`config.mk`:
```
export PLATFORM = sky130hd
export DESIGN_NAME = arpeggiator_note_stepper_core_flat
export DESIGN_NICKNAME = d
export VERILOG_FILES = /design/src/hw/rtl/arpns_pkg.sv /design/src/hw/rtl/arpns_if.sv /design/src/hw/rtl/arpeggiator_note_stepper_core.sv /design/src/hw/rtl/arpns_front.sv /design/src/hw/rtl/arpns_queue.sv /design/src/hw/rtl/arpns_modulo.sv /design/src/hw/rtl/arpns_back.sv /design/src/flat_wrapper.sv
export SDC_FILE = /design/constraint.sdc
export NUM_CORES = 1
export LEC_CHECK = 0
export ABC_AREA = 1
export BUFFER_PORTS_ARGS = -buffer_cell sky130_fd_sc_hd__buf_4
export CAP_MARGIN = 25
export CORE_MARGIN = 2
export CORE_UTILIZATION = 45
export DETAILED_ROUTE_END_ITERATION = 8
export SLEW_MARGIN = 20
export SYNTH_ARGS = -nofsm -noshare
export SYNTH_HDL_FRONTEND = slang
export SYNTH_SLANG_ARGS = --single-unit
export TNS_END_PERCENT = 1
```
`constraint.sdc`:
```
create_clock -name clock -period 4.8 [get_ports clock]
set_input_delay 1.2 -clock clock [delete_from_list [all_inputs] [get_ports clock]]
set_output_delay 1.2 -clock clock [all_outputs]
set_load 0.1 [all_outputs]
```
`src/hw/rtl/arpns_pkg.sv`:
```
// Shared types and constants for the arpeggiator note stepper.
// Used by the channel interfaces and by every module of the block but the queue; depends on nothing.

package arpns_pkg;

   localparam int KIND_BITS  = 2;
   localparam int EVENT_BITS = 2;
   localparam int STYLE_BITS = 2;
   localparam int RAND_BITS  = 16;
   localparam int OP_BITS    = 2;

   localparam logic [KIND_BITS-1:0] KIND_NOTE_ON  = 2'd0;
   localparam logic [KIND_BITS-1:0] KIND_NOTE_OFF = 2'd1;
   localparam logic [KIND_BITS-1:0] KIND_CLEAR    = 2'd2;
   localparam logic [KIND_BITS-1:0] KIND_TICK     = 2'd3;

   localparam logic [EVENT_BITS-1:0] EVENT_PLAY    = 2'd0;
   localparam logic [EVENT_BITS-1:0] EVENT_ALL_OFF = 2'd1;
   localparam logic [EVENT_BITS-1:0] EVENT_DROPPED = 2'd2;

   localparam logic [STYLE_BITS-1:0] STYLE_DOWN   = 2'd1;
   localparam logic [STYLE_BITS-1:0] STYLE_RANDOM = 2'd2;

   typedef enum logic [OP_BITS-1:0] {
      OP_NOTE_ON  = 2'd0,
      OP_NOTE_OFF = 2'd1,
      OP_CLEAR    = 2'd2,
      OP_TICK     = 2'd3
   } arpns_op_type;

endpackage

```
`src/hw/rtl/arpns_if.sv`:
```
// Valid/ready channel interfaces for requests and results of the note stepper.
// Depends on arpns_pkg for the field widths.

interface arpns_req_if #(parameter int PITCH_BITS = 16);
   logic                                  valid;
   logic                                  ready;
   logic        [arpns_pkg::KIND_BITS-1:0] kind;
   logic signed [PITCH_BITS-1:0]          pitch;
   logic        [arpns_pkg::RAND_BITS-1:0] random_value;

   modport source (output valid, kind, pitch, random_value, input ready);
   modport sink   (input valid, kind, pitch, random_value, output ready);
endinterface

interface arpns_rsp_if #(parameter int PITCH_BITS = 16);
   logic                                   valid;
   logic                                   ready;
   logic        [arpns_pkg::EVENT_BITS-1:0] event_res;
   logic signed [PITCH_BITS-1:0]           note_pitch;

   modport source (output valid, event_res, note_pitch, input ready);
   modport sink   (input valid, event_res, note_pitch, output ready);
endinterface

```
`src/hw/rtl/arpeggiator_note_stepper_core.sv`:
```
// Top level of the arpeggiator note stepper: front end, command queue and execution unit.
// Depends on arpns_pkg, arpns_if, arpns_front, arpns_queue and arpns_back.
//
//   Channel   Direction  Moves
//   req_chan  in         one request: kind, pitch, random_value
//   rsp_chan  out        zero or one result per request: event_res, note_pitch
//   csr_*     in         write of the step style register
//
// A request passes the front register and then the queue. Note on, note off and clear
// are then done in the idle state of the execution unit; a step tick with notes held
// holds it through the divide and emit states, waiting on the bit-serial remainder unit.
// Reset is synchronous and empties the table, stops play and sets the style to up.
// Either side may stall: the queue keeps accepting requests while a result waits, until it is full.

module arpeggiator_note_stepper_core #(
   parameter int MAX_NOTES  = 16,
   parameter int PITCH_BITS = 16
) (
   input  logic                              clock,
   input  logic                              reset,
   arpns_req_if.sink                         req_chan,
   arpns_rsp_if.source                       rsp_chan,
   input  logic                              csr_we,
   input  logic [arpns_pkg::STYLE_BITS-1:0]  csr_wdata
);

   localparam int CMD_BITS = arpns_pkg::OP_BITS + arpns_pkg::RAND_BITS + PITCH_BITS;

   logic                front_valid, front_ready;
   logic [CMD_BITS-1:0] front_cmd;
   logic                back_valid, back_ready;
   logic [CMD_BITS-1:0] back_cmd;

   arpns_front #(
      .PITCH_BITS (PITCH_BITS)
   ) u_front (
      .clock     (clock),
      .reset     (reset),
      .req       (req_chan),
      .cmd_valid (front_valid),
      .cmd_ready (front_ready),
      .cmd       (front_cmd)
   );

   arpns_queue #(
      .WIDTH (CMD_BITS)
   ) u_queue (
      .clock      (clock),
      .reset      (reset),
      .push_valid (front_valid),
      .push_ready (front_ready),
      .push_data  (front_cmd),
      .pop_valid  (back_valid),
      .pop_ready  (back_ready),
      .pop_data   (back_cmd)
   );

   arpns_back #(
      .MAX_NOTES  (MAX_NOTES),
      .PITCH_BITS (PITCH_BITS)
   ) u_back (
      .clock     (clock),
      .reset     (reset),
      .csr_we    (csr_we),
      .csr_wdata (csr_wdata),
      .cmd_valid (back_valid),
      .cmd_ready (back_ready),
      .cmd       (back_cmd),
      .rsp       (rsp_chan)
   );

endmodule

```
`src/hw/rtl/arpns_front.sv`:
```
// Front end: takes requests from the input channel and decodes them into commands.
// Depends on arpns_pkg and arpns_req_if.

module arpns_front #(
   parameter int PITCH_BITS = 16
) (
   input  logic                clock,
   input  logic                reset,
   arpns_req_if.sink           req,
   output logic                cmd_valid,
   input  logic                cmd_ready,
   output logic [arpns_pkg::OP_BITS+arpns_pkg::RAND_BITS+PITCH_BITS-1:0] cmd
);

   localparam int CMD_BITS = arpns_pkg::OP_BITS + arpns_pkg::RAND_BITS + PITCH_BITS;

   logic                 cmd_valid_ff, cmd_valid_in;
   logic [CMD_BITS-1:0]  cmd_ff, cmd_in;
   arpns_pkg::arpns_op_type op_dec;
   logic                 take;

   assign req.ready = !cmd_valid_ff || cmd_ready;
   assign take      = req.valid && req.ready;

   always_comb begin
      case (req.kind)
         arpns_pkg::KIND_NOTE_ON:  op_dec = arpns_pkg::OP_NOTE_ON;
         arpns_pkg::KIND_NOTE_OFF: op_dec = arpns_pkg::OP_NOTE_OFF;
         arpns_pkg::KIND_CLEAR:    op_dec = arpns_pkg::OP_CLEAR;
         arpns_pkg::KIND_TICK:     op_dec = arpns_pkg::OP_TICK;
         default:                  op_dec = arpns_pkg::OP_TICK;
      endcase
   end

   always_comb begin
      cmd_valid_in = cmd_valid_ff && !cmd_ready;
      cmd_in       = cmd_ff;
      if (take) begin
         cmd_valid_in = 1'b1;
         cmd_in       = {op_dec, req.random_value, req.pitch};
      end
   end

   always_ff @(posedge clock) begin
      if (reset) begin
         cmd_valid_ff <= 1'b0;
      end else begin
         cmd_valid_ff <= cmd_valid_in;
      end
      cmd_ff <= cmd_in;
   end

   assign cmd_valid = cmd_valid_ff;
   assign cmd       = cmd_ff;

endmodule

```
`src/hw/rtl/arpns_queue.sv`:
```
// Two-entry command queue between the front end and the execution unit.
// Depends on nothing but its width parameter.

module arpns_queue #(
   parameter int WIDTH = 34
) (
   input  logic             clock,
   input  logic             reset,
   input  logic             push_valid,
   output logic             push_ready,
   input  logic [WIDTH-1:0] push_data,
   output logic             pop_valid,
   input  logic             pop_ready,
   output logic [WIDTH-1:0] pop_data
);

   localparam int DEPTH = 2;

   logic [WIDTH-1:0] slot_ff [DEPTH];
   logic             wr_ptr_ff, wr_ptr_in;
   logic             rd_ptr_ff, rd_ptr_in;
   logic [1:0]       fill_ff, fill_in;
   logic             push, pop;

   assign push_ready = fill_ff != 2'(DEPTH);
   assign pop_valid  = fill_ff != 2'd0;
   assign push       = push_valid && push_ready;
   assign pop        = pop_valid && pop_ready;
   assign pop_data   = slot_ff[rd_ptr_ff];

   always_comb begin
      wr_ptr_in = push ? !wr_ptr_ff : wr_ptr_ff;
      rd_ptr_in = pop ? !rd_ptr_ff : rd_ptr_ff;
      fill_in   = fill_ff;
      if (push && !pop) begin
         fill_in = fill_ff + 2'd1;
      end else if (pop && !push) begin
         fill_in = fill_ff - 2'd1;
      end
   end

   always_ff @(posedge clock) begin
      if (reset) begin
         wr_ptr_ff <= 1'b0;
         rd_ptr_ff <= 1'b0;
         fill_ff   <= 2'd0;
      end else begin
         wr_ptr_ff <= wr_ptr_in;
         rd_ptr_ff <= rd_ptr_in;
         fill_ff   <= fill_in;
      end
      if (push) begin
         slot_ff[wr_ptr_ff] <= push_data;
      end
   end

endmodule

```
`src/hw/rtl/arpns_modulo.sv`:
```
// Bit-serial remainder unit: one dividend bit per cycle, restoring form.
// Depends on arpns_pkg for the dividend width.

module arpns_modulo #(
   parameter int DIVISOR_BITS = 5,
   parameter int REM_BITS     = 4
) (
   input  logic                             clock,
   input  logic                             reset,
   input  logic                             start,
   input  logic [arpns_pkg::RAND_BITS-1:0]  dividend,
   input  logic [DIVISOR_BITS-1:0]          divisor,
   output logic                             done,
   output logic [REM_BITS-1:0]              remainder
);

   localparam int DW     = arpns_pkg::RAND_BITS;
   localparam int STEP_W = $clog2(DW);

   logic                    busy_ff, busy_in;
   logic                    done_ff, done_in;
   logic [STEP_W-1:0]       step_ff, step_in;
   logic [DW-1:0]           shift_ff, shift_in;
   logic [DIVISOR_BITS-1:0] rem_ff, rem_in;
   logic [DIVISOR_BITS-1:0] divisor_ff, divisor_in;
   logic [DIVISOR_BITS:0]   trial, diff;

   assign trial = {rem_ff, shift_ff[DW-1]};
   assign diff  = trial - {1'b0, divisor_ff};

   always_comb begin
      busy_in    = busy_ff;
      done_in    = 1'b0;
      step_in    = step_ff;
      shift_in   = shift_ff;
      rem_in     = rem_ff;
      divisor_in = divisor_ff;
      if (start) begin
         busy_in    = 1'b1;
         step_in    = STEP_W'(DW - 1);
         shift_in   = dividend;
         rem_in     = '0;
         divisor_in = divisor;
      end else if (busy_ff) begin
         shift_in = shift_ff << 1;
         rem_in   = (trial >= {1'b0, divisor_ff}) ? diff[DIVISOR_BITS-1:0]
                                                  : trial[DIVISOR_BITS-1:0];
         step_in  = step_ff - STEP_W'(1);
         if (step_ff == '0) begin
            busy_in = 1'b0;
            done_in = 1'b1;
         end
      end
   end

   always_ff @(posedge clock) begin
      if (reset) begin
         busy_ff <= 1'b0;
         done_ff <= 1'b0;
      end else begin
         busy_ff <= busy_in;
         done_ff <= done_in;
      end
      step_ff    <= step_in;
      shift_ff   <= shift_in;
      rem_ff     <= rem_in;
      divisor_ff <= divisor_in;
   end

   assign done      = done_ff;
   assign remainder = rem_ff[REM_BITS-1:0];

endmodule

```
`src/hw/rtl/arpns_back.sv`:
```
// Execution unit: sorted note table, play state, style register and result register.
// Depends on arpns_pkg, arpns_rsp_if and arpns_modulo.

module arpns_back #(
   parameter int MAX_NOTES  = 16,
   parameter int PITCH_BITS = 16
) (
   input  logic                                  clock,
   input  logic                                  reset,
   input  logic                                  csr_we,
   input  logic [arpns_pkg::STYLE_BITS-1:0]      csr_wdata,
   input  logic                                  cmd_valid,
   output logic                                  cmd_ready,
   input  logic [arpns_pkg::OP_BITS+arpns_pkg::RAND_BITS+PITCH_BITS-1:0] cmd,
   arpns_rsp_if.source                           rsp
);

   localparam int CMD_BITS = arpns_pkg::OP_BITS + arpns_pkg::RAND_BITS + PITCH_BITS;
   localparam int CW       = $clog2(MAX_NOTES + 1);
   localparam int IW       = $clog2(MAX_NOTES);
   localparam int RB       = arpns_pkg::RAND_BITS;

   typedef enum logic [2:0] {
      ST_IDLE   = 3'b001,
      ST_DIVIDE = 3'b010,
      ST_EMIT   = 3'b100
   } state_type;

   state_type state_ff, state_in;

   logic signed [PITCH_BITS-1:0] notes_ff [MAX_NOTES];
   logic signed [PITCH_BITS-1:0] notes_in [MAX_NOTES];
   logic signed [PITCH_BITS-1:0] ins_val  [MAX_NOTES];
   logic signed [PITCH_BITS-1:0] rem_val  [MAX_NOTES];

   logic [CW-1:0]                      count_ff, count_in;
   logic [IW-1:0]                      index_ff, index_in;
   logic                               unset_ff, unset_in;
   logic                               playing_ff, playing_in;
   logic [arpns_pkg::STYLE_BITS-1:0]   style_ff, style_in;
   logic                               rsp_valid_ff, rsp_valid_in;
   logic [arpns_pkg::EVENT_BITS-1:0]   rsp_event_ff, rsp_event_in;
   logic signed [PITCH_BITS-1:0]       rsp_pitch_ff, rsp_pitch_in;

   arpns_pkg::arpns_op_type      cmd_op;
   logic [RB-1:0]                cmd_rand;
   logic signed [PITCH_BITS-1:0] cmd_pitch;

   logic [MAX_NOTES-1:0] cell_valid, cell_lt, cell_eq;
   logic                 found, full, out_free;
   logic                 div_start, div_done;
   logic [RB-1:0]        div_dividend;
   logic [IW-1:0]        div_remainder;

   assign cmd_op    = arpns_pkg::arpns_op_type'(cmd[CMD_BITS-1 -: arpns_pkg::OP_BITS]);
   assign cmd_rand  = cmd[PITCH_BITS +: RB];
   assign cmd_pitch = cmd[PITCH_BITS-1:0];

   // Every table cell compares itself with the request pitch and works out
   // its own value for an insert and for a removal.
   for (genvar g = 0; g < MAX_NOTES; g++) begin : g_cell
      assign cell_valid[g] = CW'(g) < count_ff;
      assign cell_lt[g]    = cell_valid[g] && (notes_ff[g] < cmd_pitch);
      assign cell_eq[g]    = cell_valid[g] && (notes_ff[g] == cmd_pitch);
      if (g == 0) begin : g_first
         assign ins_val[g] = cell_lt[g] ? notes_ff[g] : cmd_pitch;
      end else begin : g_rest
         assign ins_val[g] = cell_lt[g]     ? notes_ff[g] :
                             cell_lt[g - 1] ? cmd_pitch   : notes_ff[g - 1];
      end
      if (g == MAX_NOTES - 1) begin : g_last
         assign rem_val[g] = notes_ff[g];
      end else begin : g_inner
         assign rem_val[g] = cell_lt[g] ? notes_ff[g] : notes_ff[g + 1];
      end
   end

   assign found     = |cell_eq;
   assign full      = count_ff == CW'(MAX_NOTES);
   assign out_free  = !rsp_valid_ff || rsp.ready;
   assign cmd_ready = (state_ff == ST_IDLE) && out_free;

   always_comb begin
      notes_in     = notes_ff;
      count_in     = count_ff;
      index_in     = index_ff;
      unset_in     = unset_ff;
      playing_in   = playing_ff;
      style_in     = csr_we ? csr_wdata : style_ff;
      state_in     = state_ff;
      rsp_valid_in = rsp_valid_ff && !rsp.ready;
      rsp_event_in = rsp_event_ff;
      rsp_pitch_in = rsp_pitch_ff;
      div_start    = 1'b0;
      div_dividend = '0;
      case (state_ff)
         ST_IDLE: begin
            if (cmd_valid && out_free) begin
               case (cmd_op)
                  arpns_pkg::OP_NOTE_ON: begin
                     if (!found && full) begin
                        rsp_valid_in = 1'b1;
                        rsp_event_in = arpns_pkg::EVENT_DROPPED;
                        rsp_pitch_in = cmd_pitch;
                     end else if (!found) begin
                        notes_in   = ins_val;
                        count_in   = count_ff + CW'(1);
                        playing_in = 1'b1;
                     end
                  end
                  arpns_pkg::OP_NOTE_OFF: begin
                     if (found) begin
                        notes_in = rem_val;
                        count_in = count_ff - CW'(1);
                        if (count_ff == CW'(1) && playing_ff) begin
                           playing_in   = 1'b0;
                           index_in     = '0;
                           unset_in     = 1'b1;
                           rsp_valid_in = 1'b1;
                           rsp_event_in = arpns_pkg::EVENT_ALL_OFF;
                           rsp_pitch_in = '0;
                        end
                     end
                  end
                  arpns_pkg::OP_CLEAR: begin
                     if (count_ff != '0) begin
                        count_in     = '0;
                        playing_in   = 1'b0;
                        index_in     = '0;
                        unset_in     = 1'b1;
                        rsp_valid_in = 1'b1;
                        rsp_event_in = arpns_pkg::EVENT_ALL_OFF;
                        rsp_pitch_in = '0;
                     end
                  end
                  arpns_pkg::OP_TICK: begin
                     if (playing_ff && count_ff != '0) begin
                        div_start = 1'b1;
                        state_in  = ST_DIVIDE;
                        case (style_ff)
                           arpns_pkg::STYLE_DOWN: begin
                              div_dividend = unset_ff ? RB'(count_ff) - RB'(1)
                                 : RB'(index_ff) + RB'(count_ff) - RB'(1);
                           end
                           arpns_pkg::STYLE_RANDOM: begin
                              div_dividend = cmd_rand;
                           end
                           default: begin
                              div_dividend = unset_ff ? '0 : RB'(index_ff) + RB'(1);
                           end
                        endcase
                     end
                  end
                  default: begin
                  end
               endcase
            end
         end
         ST_DIVIDE: begin
            if (div_done) begin
               index_in = div_remainder;
               unset_in = 1'b0;
               state_in = ST_EMIT;
            end
         end
         ST_EMIT: begin
            rsp_valid_in = 1'b1;
            rsp_event_in = arpns_pkg::EVENT_PLAY;
            rsp_pitch_in = notes_ff[index_ff];
            state_in     = ST_IDLE;
         end
         default: begin
            state_in = ST_IDLE;
         end
      endcase
   end

   always_ff @(posedge clock) begin
      if (reset) begin
         state_ff     <= ST_IDLE;
         count_ff     <= '0;
         index_ff     <= '0;
         unset_ff     <= 1'b1;
         playing_ff   <= 1'b0;
         style_ff     <= '0;
         rsp_valid_ff <= 1'b0;
      end else begin
         state_ff     <= state_in;
         count_ff     <= count_in;
         index_ff     <= index_in;
         unset_ff     <= unset_in;
         playing_ff   <= playing_in;
         style_ff     <= style_in;
         rsp_valid_ff <= rsp_valid_in;
      end
      notes_ff     <= notes_in;
      rsp_event_ff <= rsp_event_in;
      rsp_pitch_ff <= rsp_pitch_in;
   end

   arpns_modulo #(
      .DIVISOR_BITS (CW),
      .REM_BITS     (IW)
   ) u_modulo (
      .clock     (clock),
      .reset     (reset),
      .start     (div_start),
      .dividend  (div_dividend),
      .divisor   (count_ff),
      .done      (div_done),
      .remainder (div_remainder)
   );

   assign rsp.valid      = rsp_valid_ff;
   assign rsp.event_res  = rsp_event_ff;
   assign rsp.note_pitch = rsp_pitch_ff;

   a_playing_tracks_count: assert property (@(posedge clock) disable iff (reset)
      playing_ff == (count_ff != '0))
      else $error("Play flag disagrees with the held note count.");

   a_idle_index_reset: assert property (@(posedge clock) disable iff (reset)
      !playing_ff |-> (unset_ff && index_ff == '0))
      else $error("Play index not reset while play is stopped.");

   a_divide_has_notes: assert property (@(posedge clock) disable iff (reset)
      (state_ff == ST_DIVIDE) |-> (playing_ff && count_ff != '0))
      else $error("Step in progress with no held notes.");

   a_done_in_divide: assert property (@(posedge clock) disable iff (reset)
      div_done |-> (state_ff == ST_DIVIDE))
      else $error("Remainder finished outside a step.");

endmodule
```
`src/flat_wrapper.sv`:
```
// flat-port wrapper written by rule: the top's interface ports become plain ports
module arpeggiator_note_stepper_core_flat 
#(
   parameter int MAX_NOTES  = 16,
   parameter int PITCH_BITS = 16
)
  (clock, reset, csr_we, csr_wdata, req_chan_valid, req_chan_kind, req_chan_pitch, req_chan_random_value, req_chan_ready, rsp_chan_valid, rsp_chan_event_res, rsp_chan_note_pitch, rsp_chan_ready);
  arpns_req_if #(.PITCH_BITS(PITCH_BITS)) req_chan_i ();
  arpns_rsp_if #(.PITCH_BITS(PITCH_BITS)) rsp_chan_i ();
  input  logic clock;
  input  logic reset;
  input  logic csr_we;
  input  logic [arpns_pkg::STYLE_BITS-1:0] csr_wdata;
  input wire logic [$bits(req_chan_i.valid)-1:0] req_chan_valid;
  input wire logic [$bits(req_chan_i.kind)-1:0] req_chan_kind;
  input wire logic [$bits(req_chan_i.pitch)-1:0] req_chan_pitch;
  input wire logic [$bits(req_chan_i.random_value)-1:0] req_chan_random_value;
  output wire logic [$bits(req_chan_i.ready)-1:0] req_chan_ready;
  output wire logic [$bits(rsp_chan_i.valid)-1:0] rsp_chan_valid;
  output wire logic [$bits(rsp_chan_i.event_res)-1:0] rsp_chan_event_res;
  output wire logic [$bits(rsp_chan_i.note_pitch)-1:0] rsp_chan_note_pitch;
  input wire logic [$bits(rsp_chan_i.ready)-1:0] rsp_chan_ready;
  assign req_chan_i.valid = req_chan_valid;
  assign req_chan_i.kind = req_chan_kind;
  assign req_chan_i.pitch = req_chan_pitch;
  assign req_chan_i.random_value = req_chan_random_value;
  assign req_chan_ready = req_chan_i.ready;
  assign rsp_chan_valid = rsp_chan_i.valid;
  assign rsp_chan_event_res = rsp_chan_i.event_res;
  assign rsp_chan_note_pitch = rsp_chan_i.note_pitch;
  assign rsp_chan_i.ready = rsp_chan_ready;
  arpeggiator_note_stepper_core #(.MAX_NOTES(MAX_NOTES), .PITCH_BITS(PITCH_BITS)) u_core (.clock(clock), .reset(reset), .req_chan(req_chan_i), .rsp_chan(rsp_chan_i), .csr_we(csr_we), .csr_wdata(csr_wdata));
endmodule
```
==> impl_metrics.json <==
{
  "status": "complete, no violations",
  "cts_setup_buffers": 0,
  "min_period_ns": 4.63,
  "die_width_um": 257,
  "crit_fanout": 17,
  "min_from": "u_core.u_front.cmd[20]",
  "skew_ns": 0.0275,
  "synth_area_um2": 28700,
  "cp_common_cell": "nand2_1",
  "finalPower_mw": 23.4,
  "rsz0062_at_grt": "no",
  "final-hold-violation-count": 0,
  "gp_congestion": 0.937,
  "htreeDepth": 2,
  "ys_warn_count": 0,
  "grt_max_degree": 146,
  "ir_drop_uv": 356,
  "die_h_um": 257,
  "synthDistinctLibCells": 51,
  "cts_tree": "built",
  "crit_type": "flop to flop",
  "finalMaxSlewViolations": 0,
  "initial_utilization": 0.456,
  "ios": 61,
  "drc": 0,
  "drt_iter0_drc": 2880,
  "stdcell_count": 4354,
  "min_path_type": "flop to flop",
  "wl_per_cell_um": 24.3,
  "netlist_instances": 3446,
  "utilization": 0.510,
  "fmax_mhz": 216,
  "avgSynthCellArea_um2": 8.34,
  "required_ns": 5.10,
  "ys_ff_latch": 431,
  "worstPathArrival_ns": 4.93,
  "cp_top_family": "simple AND/OR/NAND/NOR gates",
  "gr-total-overflow": 0,
  "grt_pass1_wl_um": 156000,
  "antenna_found_initial": 5,
  "area_delta_synth_final_pct": 11.9,
  "drt.antenna.violating_nets": 0,
  "pwr_density_cell_nw_per_um2": 727,
  "cts_sinks": 431,
  "yosysTopAreaCell": "edfxtp_1",
  "dp.cells": 4256,
  "fin_hold_ws_ns": 0.445,
  "p_leak_nw": 13.3,
  "yosys_most_used_dff": "edfxtp_1",
  "first_pass_iters": 6,
  "io_buffer_count": 60,
  "dieArea_um2": 65900,
  "crit_buf_inv": 4,
  "worstSetupEndpointType": "flop",
  "vias": 26200,
  "tns_ns": 0,
  "via_per_inst": 6.01,
  "max_slew_margin": 0.342,
  "numCtsBuffers": 51,
  "root_buffer": "clkbuf_16",
  "nNetsFinal": 3798,
  "hpwl_um": 77500,
  "design.core.area_um2": 63100,
  "clockBufferDepth": 3,
  "cp_cell_sequence": "inv_1 > or2_2 > o21ai_2 > buf_4 > ha_1 > nand2_1 > nor2_1 > and2_1 > nand2_1 > nand2_1 > nor2_1 > nand2_1 > o21ai_2 > nand3_2 > nand3b_4 > buf_4 > a31oi_2 > buf_4",
  "setup_viol": 0,
  "max_stage_delay_ns": 0.51,
  "layout-drive-gt1-share": 0.0881,
  "yosysSeqAreaShare": 0.438,
  "worstMarginPinSlew_ns": 0.985,
  "syn_nets": 3776,
  "synth_edf_count": 397,
  "grt_util_all_layers": 0.315,
  "rows": 92,
  "totalWireLength_um": 106000,
  "multiInputGateArea_um2": 14300,
  "start_kind": "flop",
  "grt_pass1_vias": 25700,
  "fin_crit_sh": 0.964,
  "ys_async_sr_fraction": 0,
  "seq_area_um2": 12600,
  "clk_pin_slew_ns": 0.06,
  "nFillCells": 6057,
  "slowest_stage": "dfxtp_1",
  "clk_latency_ns": 0.64,
  "synthTopCellsByArea": "edfxtp_1, ha_1, o21ai_0",
  "yosysTopAreaCellShare": 0.415,
  "maxCapViolations": 0
}
-- sequential cells by signal, summed over array words and instances, names as in the netlist, 2 cells and up, named ones only --
name,count
u_core.u_front.cmd,34
u_core.u_back.u_modulo.step_ff,4
u_core.u_back.u_modulo.shift_ff,16
u_core.u_back.u_modulo.divisor_ff,5
u_core.u_queue.fill_ff,2
u_core.u_back.index_ff,4
u_core.u_back.style_ff,2
u_core.u_back.state_ff,3
u_core.u_back.rsp.note_pitch,16
u_core.u_back.notes_ff,256
u_core.u_back.u_modulo.rem_ff,5
u_core.u_back.count_ff,5
u_core.u_queue.slot_ff,68
u_core.u_back.rsp.event_res,2
-- cell usage after synthesis (2+ instances only) --
cell	n
nand2_1	595
o21ai_0	579
edfxtp_1	397
a21oi_1	385
inv_1	328
ha_1	286
nor2_1	194
nand3_1	186
clkbuf_1	160
o22ai_1	50
o211ai_1	43
dfxtp_1	34
or2_2	29
nor3_1	24
o21ai_1	20
buf_1	18
nand4_1	13
a31oi_1	10
clkinv_1	7
nand3_2	7
xor2_1	7
a211oi_1	6
buf_2	6
inv_2	6
o21a_1	6
o21bai_1	6
nand3b_1	5
xnor2_1	4
and2_1	3
fa_1	3
o31ai_1	3
a22o_1	2
a31oi_2	2
nand2_2	2
nor2_2	2
o21ai_2	2
o221ai_1	2
-- what timing repair did --
action,4_1_cts,5_1_grt
hold buffers,0,0
resized for setup,0,9
setup endpoints to repair,0,236
-- power breakdown --
part           switching, mW  total (mW)  internal [mW]
sequential             0.861        6.77           5.91
clock                   1.68        3.90           2.21
combinational           8.89        12.7           3.83
total                   11.4        23.4           12.0
-- metal layers --
layer	vias to the layer above	routed length [um]	GRT usage
met5	-	30	0
met4	4	5560	0.157
met3	298	8990	0.0600
met2	1251	48500	0.506
met1	12500	42800	0.407
li1	12100	-	-
-- cell usage in the layout, fill, tap and decap left out, types with 24 or more instances in the layout --
cell type  netlist  routed
nor3_1          24      24
a21oi_1        385     384
buf_4            1     144
o211ai_1        43      43
ha_1           286     285
o21ai_0        579     579
or2_2           29      29
nand3_1        186     186
clkbuf_16        0      51
nand2_1        595     595
edfxtp_1       397     397
o22ai_1         50      50
inv_1          328     325
dfxtp_1         34      32
nor2_1         194     191
-- through the flow --
step                      worst slack [ns]  cell area [um2]
final                                0.172            32200
after floorplan                      0.440            28700
after global routing               0.00531            32200
after detailed placement            0.0705            30400
after CTS                           0.0501            32000
after global placement               0.272            30400
-- cell families after synthesis --
logic type | Yosys count | synth area share
and+or+nand+nor | 1066 | 0.157
adders and majority gates | 289 | 0.127
xor gates and xnor gates | 11 | 0.00335
AOI/OAI and AO/OA | 1122 | 0.206
buffers and inverters | 527 | 0.0695
DFF | 431 | 0.438
-- worst paths after layout --
path / endpoint / slack (ns) / cells after the start
min: u_core.u_queue.slot_ff[0][20] / 0.45 / 0
max reg2reg: u_core.u_back.notes_ff[155] / 0.17 / 18
max: u_core.u_back.notes_ff[155] / 0.17 / 18
min reg2reg: u_core.u_queue.slot_ff[0][20] / 0.45 / 0
-- cell type report --
class / instances / share of cell area
antenna: 1 / 0.0000778
clock buffer: 65 / 0.0419
clock inverter: 27 / 0.00957
inverter: 341 / 0.0402
multi-input combinational: 2488 / 0.444
sequential: 431 / 0.392
tap: 846 / 0.0329
timing repair buffer: 155 / 0.0395
No activity file was read; power rests on OpenSTA's default activity.
